File: src/sv/lpr_pkg.sv
// Package for the line pixel rasteriser: request and response words,
// line state record, line modes and operation codes. No dependencies.
package lpr_pkg;

   localparam int unsigned CoordWidth = 8;
   localparam int unsigned ErrWidth   = 10;

   typedef logic [CoordWidth-1:0] coord_type;

   typedef enum logic {
      OP_START   = 1'b0,
      OP_ADVANCE = 1'b1
   } op_type;

   typedef enum logic [1:0] {
      MODE_VERT = 2'd0,
      MODE_HORZ = 2'd1,
      MODE_XMAJ = 2'd2,
      MODE_YMAJ = 2'd3
   } line_mode_type;

   typedef struct packed {
      op_type    op;
      coord_type start_x;
      coord_type start_y;
      coord_type end_x;
      coord_type end_y;
      logic      color;
   } req_type;

   typedef struct packed {
      coord_type pixel_x;
      coord_type pixel_y;
      logic      pixel_color;
      logic      last;
   } rsp_type;

   typedef struct packed {
      coord_type            cur_x;
      coord_type            cur_y;
      coord_type            stop_x;
      coord_type            stop_y;
      coord_type            span_x;
      coord_type            span_y;
      logic [ErrWidth-1:0]  error_acc;
      logic                 step_neg_x;
      logic                 step_neg_y;
      line_mode_type        line_mode;
      logic                 busy;
      logic                 held_color;
   } line_state_type;

endpackage

File: src/sv/line_pixel_rasterizer.sv
// Top level of the line pixel rasteriser: input register, line state,
// start decode, pixel step and response register. Depends on lpr_pkg,
// lpr_setup and lpr_step.
//
//   channel   ports                          direction  word
//   request   req_valid req_ready req_data   in         req_type
//   response  rsp_valid rsp_ready rsp_data   out        rsp_type
//
// A request word is held in the input register, then decoded, stepped and
// written to the response register unless it is an advance to an idle line.
// A new word is taken every cycle unless the response stalls. The speed is
// set by the single step path: start decode, one Bresenham add and compare.
// Synchronous reset clears the line state to idle and empties both registers.
// A stalled response holds the input register, which then holds req_ready low.
module line_pixel_rasterizer
   import lpr_pkg::*;
(
   input  logic    clock,
   input  logic    reset,
   input  logic    req_valid,
   output logic    req_ready,
   input  req_type req_data,
   output logic    rsp_valid,
   input  logic    rsp_ready,
   output rsp_type rsp_data
);

   logic           in_valid_ff, in_valid_in;
   req_type        in_word_ff;
   logic           out_valid_ff, out_valid_in;
   rsp_type        out_word_ff;
   line_state_type state_ff, state_in;

   line_state_type init_state;
   line_state_type work_state;
   line_state_type next_state;
   rsp_type        pixel;
   logic           is_start;
   logic           produces;
   logic           process;

   lpr_setup u_setup (
      .req        (in_word_ff),
      .init_state (init_state)
   );

   assign is_start   = (in_word_ff.op == OP_START);
   assign work_state = is_start ? init_state : state_ff;
   assign produces   = is_start || state_ff.busy;

   lpr_step u_step (
      .cur_state  (work_state),
      .pixel      (pixel),
      .next_state (next_state)
   );

   assign process   = in_valid_ff && (!out_valid_ff || rsp_ready);
   assign req_ready = !in_valid_ff || process;

   always_comb begin
      in_valid_in = in_valid_ff;
      if (req_ready) begin
         in_valid_in = req_valid;
      end
      out_valid_in = out_valid_ff && !rsp_ready;
      state_in     = state_ff;
      if (process) begin
         out_valid_in = produces;
         if (produces) begin
            state_in = next_state;
         end
      end
   end

   always_ff @(posedge clock) begin
      if (reset) begin
         in_valid_ff  <= 1'b0;
         out_valid_ff <= 1'b0;
         state_ff     <= '0;
      end else begin
         in_valid_ff  <= in_valid_in;
         out_valid_ff <= out_valid_in;
         state_ff     <= state_in;
      end
   end

   always_ff @(posedge clock) begin
      if (req_valid && req_ready) begin
         in_word_ff <= req_data;
      end
      if (process && produces) begin
         out_word_ff <= pixel;
      end
   end

   assign rsp_valid = out_valid_ff;
   assign rsp_data  = out_word_ff;

endmodule

File: src/sv/lpr_setup.sv
// Start decode: turns the endpoints and colour of a start word into the
// initial line state. Depends on lpr_pkg.
module lpr_setup
   import lpr_pkg::*;
(
   input  req_type        req,
   output line_state_type init_state
);

   coord_type x1, y1, x2, y2;
   logic      neg_x, neg_y;
   coord_type span_x, span_y;

   assign x1 = req.start_x;
   assign y1 = req.start_y;
   assign x2 = req.end_x;
   assign y2 = req.end_y;
   assign neg_x  = (x2 < x1);
   assign neg_y  = (y2 < y1);
   assign span_x = neg_x ? (x1 - x2) : (x2 - x1);
   assign span_y = neg_y ? (y1 - y2) : (y2 - y1);

   always_comb begin
      init_state            = '0;
      init_state.span_x     = span_x;
      init_state.span_y     = span_y;
      init_state.step_neg_x = neg_x;
      init_state.step_neg_y = neg_y;
      init_state.error_acc  = '0;
      init_state.busy       = 1'b1;
      init_state.held_color = req.color;
      if (x1 == x2) begin
         init_state.line_mode = MODE_VERT;
         init_state.cur_x     = x1;
         init_state.stop_x    = x1;
         init_state.cur_y     = neg_y ? y2 : y1;
         init_state.stop_y    = neg_y ? y1 : y2;
      end else if (y1 == y2) begin
         init_state.line_mode = MODE_HORZ;
         init_state.cur_y     = y1;
         init_state.stop_y    = y1;
         init_state.cur_x     = neg_x ? x2 : x1;
         init_state.stop_x    = neg_x ? x1 : x2;
      end else begin
         init_state.line_mode = (span_x > span_y) ? MODE_XMAJ : MODE_YMAJ;
         init_state.cur_x     = x1;
         init_state.cur_y     = y1;
         init_state.stop_x    = x2;
         init_state.stop_y    = y2;
      end
   end

endmodule

File: src/sv/lpr_step.sv
// Pixel step: emits the current pixel of a line and works out the state
// for the next one with a single Bresenham update. Depends on lpr_pkg.
module lpr_step
   import lpr_pkg::*;
(
   input  line_state_type cur_state,
   output rsp_type        pixel,
   output line_state_type next_state
);

   localparam int unsigned CmpWidth = ErrWidth + 2;

   coord_type                  x_step, y_step;
   coord_type                  major_span, minor_span;
   logic signed [ErrWidth-1:0] err_sum;
   logic signed [CmpWidth-1:0] err_twice;
   logic signed [CmpWidth-1:0] major_ext;
   logic                       minor_move;
   logic                       fin;

   assign x_step = cur_state.step_neg_x ? (cur_state.cur_x - coord_type'(1))
                                        : (cur_state.cur_x + coord_type'(1));
   assign y_step = cur_state.step_neg_y ? (cur_state.cur_y - coord_type'(1))
                                        : (cur_state.cur_y + coord_type'(1));

   assign major_span = (cur_state.line_mode == MODE_XMAJ) ? cur_state.span_x : cur_state.span_y;
   assign minor_span = (cur_state.line_mode == MODE_XMAJ) ? cur_state.span_y : cur_state.span_x;

   assign err_sum    = $signed(cur_state.error_acc)
                     + $signed({{(ErrWidth-CoordWidth){1'b0}}, minor_span});
   assign err_twice  = {err_sum[ErrWidth-1], err_sum, 1'b0};
   assign major_ext  = $signed({{(CmpWidth-CoordWidth){1'b0}}, major_span});
   assign minor_move = (err_twice >= major_ext);

   always_comb begin
      next_state = cur_state;
      fin        = 1'b0;
      case (cur_state.line_mode)
         MODE_VERT: begin
            fin = (cur_state.cur_y == cur_state.stop_y);
            if (!fin) begin
               next_state.cur_y = cur_state.cur_y + coord_type'(1);
            end
         end
         MODE_HORZ: begin
            fin = (cur_state.cur_x == cur_state.stop_x);
            if (!fin) begin
               next_state.cur_x = cur_state.cur_x + coord_type'(1);
            end
         end
         MODE_XMAJ: begin
            next_state.cur_x = x_step;
            fin              = (x_step == cur_state.stop_x);
            next_state.error_acc = err_sum;
            if (minor_move) begin
               next_state.cur_y     = y_step;
               next_state.error_acc = err_sum
                  - $signed({{(ErrWidth-CoordWidth){1'b0}}, major_span});
            end
         end
         default: begin
            next_state.cur_y = y_step;
            fin              = (y_step == cur_state.stop_y);
            next_state.error_acc = err_sum;
            if (minor_move) begin
               next_state.cur_x     = x_step;
               next_state.error_acc = err_sum
                  - $signed({{(ErrWidth-CoordWidth){1'b0}}, major_span});
            end
         end
      endcase
      next_state.busy = !fin;
   end

   always_comb begin
      pixel.pixel_x     = cur_state.cur_x;
      pixel.pixel_y     = cur_state.cur_y;
      pixel.pixel_color = cur_state.held_color;
      pixel.last        = fin;
   end

endmodule

File: config.mk
export PLATFORM = sky130hd
export DESIGN_NAME = line_pixel_rasterizer
export DESIGN_NICKNAME = d
export VERILOG_FILES = /design/src/sv/lpr_pkg.sv /design/src/sv/line_pixel_rasterizer.sv /design/src/sv/lpr_setup.sv /design/src/sv/lpr_step.sv
export SDC_FILE = /design/constraint.sdc
export NUM_CORES = 1
export LEC_CHECK = 0
export BUFFER_PORTS_ARGS = -buffer_cell sky130_fd_sc_hd__clkbuf_2
export CAP_MARGIN = 25
export CELL_PAD_IN_SITES_DETAIL_PLACEMENT = 0
export CELL_PAD_IN_SITES_GLOBAL_PLACEMENT = 1
export CORE_ASPECT_RATIO = 1.1
export CORE_UTILIZATION = 46
export DETAILED_ROUTE_END_ITERATION = 10
export GPL_ROUTABILITY_DRIVEN = 0
export GPL_TIMING_DRIVEN = 0
export HOLD_SLACK_MARGIN = 0.1
export PLACE_DENSITY_LB_ADDON = 0.1
export SLEW_MARGIN = 20
export SYNTH_ARGS = -nofsm -noshare
export SYNTH_HDL_FRONTEND = slang
export SYNTH_SLANG_ARGS = --single-unit
File: constraint.sdc
create_clock -name clock -period 9.05 [get_ports clock]
set_clock_uncertainty 0.15 [all_clocks]
set_input_delay 1.3575 -clock clock [delete_from_list [all_inputs] [get_ports clock]]
set_output_delay 1.3575 -clock clock [all_outputs]
set_load 0.005 [all_outputs]
==> impl_metrics.tcl <==
set metrics [dict create \
    coreArea_mm2 0.0200 \
    critical_path_arrival_ns 8.83 \
    viasPerCell 6.14 \
    p_total_uw 2270 \
    start_kind "register" \
    grtUsageTotal_pct 30.4 \
    reg2reg_to "state_ff[49]" \
    h-tree-depth 4 \
    min-delay-start "state_ff[13]" \
    final_nets 1313 \
    crit_path_max_incr_delay_ns 0.54 \
    setup_viol 0 \
    gr-usage-met2_pct 48.7 \
    cts_sinks 118 \
    crit_path_start "in_word_ff[6]" \
    firstDrtPassIters 6 \
    synth_cell_type_count 96 \
    antenna_found_initial 1 \
    numPortBuffers 56 \
    synthToLayoutAreaGrowth_pct 17.0 \
    fmax_ghz 0.115 \
    drt-total-wl_um 32100 \
    die_h_um 152 \
    wl_per_cell_um 21.8 \
    drive_gt1_share_pct 18.0 \
    dieWidth_um 139 \
    endpoint_kind "register" \
    place_area_mm2 0.0101 \
    status "finished, final reports clean" \
    ys_seq_elements 118 \
    insertion_delay_ns 0.43 \
    antennaDiodeCount 0 \
    maxSlewHeadroom_pct 37.0 \
    async_flop_share_pct 0 \
    finalMaxSlewViolations 0 \
    rows 54 \
    io_pins 58 \
    synthesis.nets 1213 \
    detail-route-antenna-nets 0 \
    ir_worst_vdd_mv 0.150 \
    grt_pass1_vias 8358 \
    synth_ff_type "dfxtp_1" \
    synth_warnings 0 \
    cts_tree "done" \
    synth_edf_count 52 \
    r2r-start "in_word_ff[6]" \
    post-route-drc-count 0 \
    powerDensity_mw_per_mm2 205 \
    grt_max_degree 34 \
    r2r_slack_ns 0.35 \
    dr_total_vias 9027 \
    cap_viol_max_count 0 \
    layout_commonest_cell "nor2_1" \
    grt.met1_usage_pct 40.7 \
    syn_avg_cell_area_um2 8.57 \
    fin_area_mm2 0.0111 \
    grt_util_met3_pct 4.18 \
    worst_slew_pin_slew_ns 0.936 \
    cts_buffer_depth 2 \
    layout_common_cells "119 x nor2_1, 95 x nand2_1, 66 x dfxtp_1, 64 x a21oi_1, 61 x ha_1" \
    critPathRequiredTime_ns 9.18 \
    syn_area_mm2 0.00947 \
    grt_overflow 0 \
    rsz0062_at_grt "no" \
    fin_crit_ns 8.70 \
    r2r_cells 38 \
    post-route-period-util_pct 96.1 \
    busiest_layer "met2" \
    dp_hpwl_um 24200 \
    power.leakage_uw 0.00441 \
    cts-root-buf "clkbuf_16" \
    dieArea_mm2 0.0212 \
    numCtsBuffers 17 \
    drtIter0Drc 926 \
    start_util_pct 47.3 \
    clk_pin_slew_ns 0.06 \
    cp_slowest_cell "mux4_2" \
    hp-class "register to register" \
    crit_end "state_ff[49]" \
    path_class "register to register" \
    path_max_fanout 10 \
    yosysSeqAreaShare_pct 30.5 \
    netlist_instances 1105 \
    grt_first_pass_wirelength_um 49000 \
    hold_viol 0 \
]
## layer usage
metal,vias to the layer above,wire length [um]
met5,-,0
met3,77,1980
met2,407,14700
met4,0,1190
li1,4287,-
met1,4256,14200
## per-stage QoR
stage / TNS [ns] / setup WS [ns] / utilization, % / instances / hold WS (ns)
2_1_floorplan: 0 / 0.913 / - / 1105 / 0.275
3_3_place_gp: -19.96 / -1.08 / 50.3 / 1413 / 0.286
3_5_place_dp: -19.88 / -1.08 / 50.4 / 1414 / 0.290
4_1_cts: 0 / 0.00379 / 53.8 / 1448 / 0.296
5_1_grt: 0 / 0.00206 / 55.4 / 1470 / 0.329
6_report: 0 / 0.353 / 55.4 / 1470 / 0.297
## worst max-delay path, delay by kind of cell (launching register included)
kind	cells	cell delay, ns
mux	1	0.54
buf+inv	5	0.76
simple gates	12	2.08
fa+ha+maj	5	1.43
flops	1	0.46
compound gates	13	2.81
xor+xnor	2	0.32
## area by class of cell
cell class              instances  area, um^2
plain buffers                  63         334
clock buffers                  17         425
clock inverters                15         130
fillers                      1886        8920
inverters                      62         233
multi-input cells             860        6260
flip-flops and latches        118        2880
well taps                     252         315
repair buffers                 83         493
## synth_stat cells (all sizes together), types with 26 or more instances
library cell / n / area, um^2
nor2: 124 / 473
buf: 37 / 209
a211oi: 28 / 223
clkbuf: 28 / 105
nand4: 26 / 190
ha: 64 / 801
dfxtp: 66 / 1320
edfxtp: 52 / 1560
o21ai: 31 / 159
nand2: 97 / 367
nand3: 33 / 165
xnor2: 47 / 412
nor3: 30 / 155
a21oi: 69 / 357
inv: 61 / 229
## report_power, final
| group | switching (uW) | internal, uW | leakage (uW) |
|---|---|---|---|
| Combinational | 582 | 416 | 0.00311 |
| Clock | 279 | 377 | 0.000261 |
| Sequential | 23.4 | 591 | 0.00104 |
| Total | 884 | 1380 | 0.00441 |
## cells by family after synthesis
family | after synthesis | synth area share, %
compound gates | 307 | 24.5
buf+inv | 127 | 5.78
fa+ha+maj | 72 | 9.94
simple gates | 383 | 19.7
mux | 28 | 3.15
flops | 118 | 30.5
xor+xnor | 70 | 6.48
## how the worst min path moves through the flow
stage / to / slack [ns] / depth (start not counted)
CTS: state_ff[13] / 0.30 / 2
global route: state_ff[0] / 0.33 / 2
global placement: state_ff[13] / 0.29 / 2
floorplan: state_ff[60] / 0.27 / 2
finish: state_ff[13] / 0.30 / 2
detailed placement: state_ff[13] / 0.29 / 2
## sequential cells by signal (all words and copies together) (netlist names)
name         cells
rsp_valid        1
state_ff        64
rsp_data        18
in_valid_ff      1
in_word_ff      34
## timing repair
| action | 4_1_cts | 5_1_grt |
|---|---|---|
| hold buffers | 0 | 0 |
| setup endpoints to repair | 26 | 26 |
| gates cloned | 0 | 1 |
| resized for setup | 22 | 41 |
| pin swaps | 3 | 19 |
| setup buffers | 4 | 21 |
Note: power is estimated with default switching activity, not from simulation.
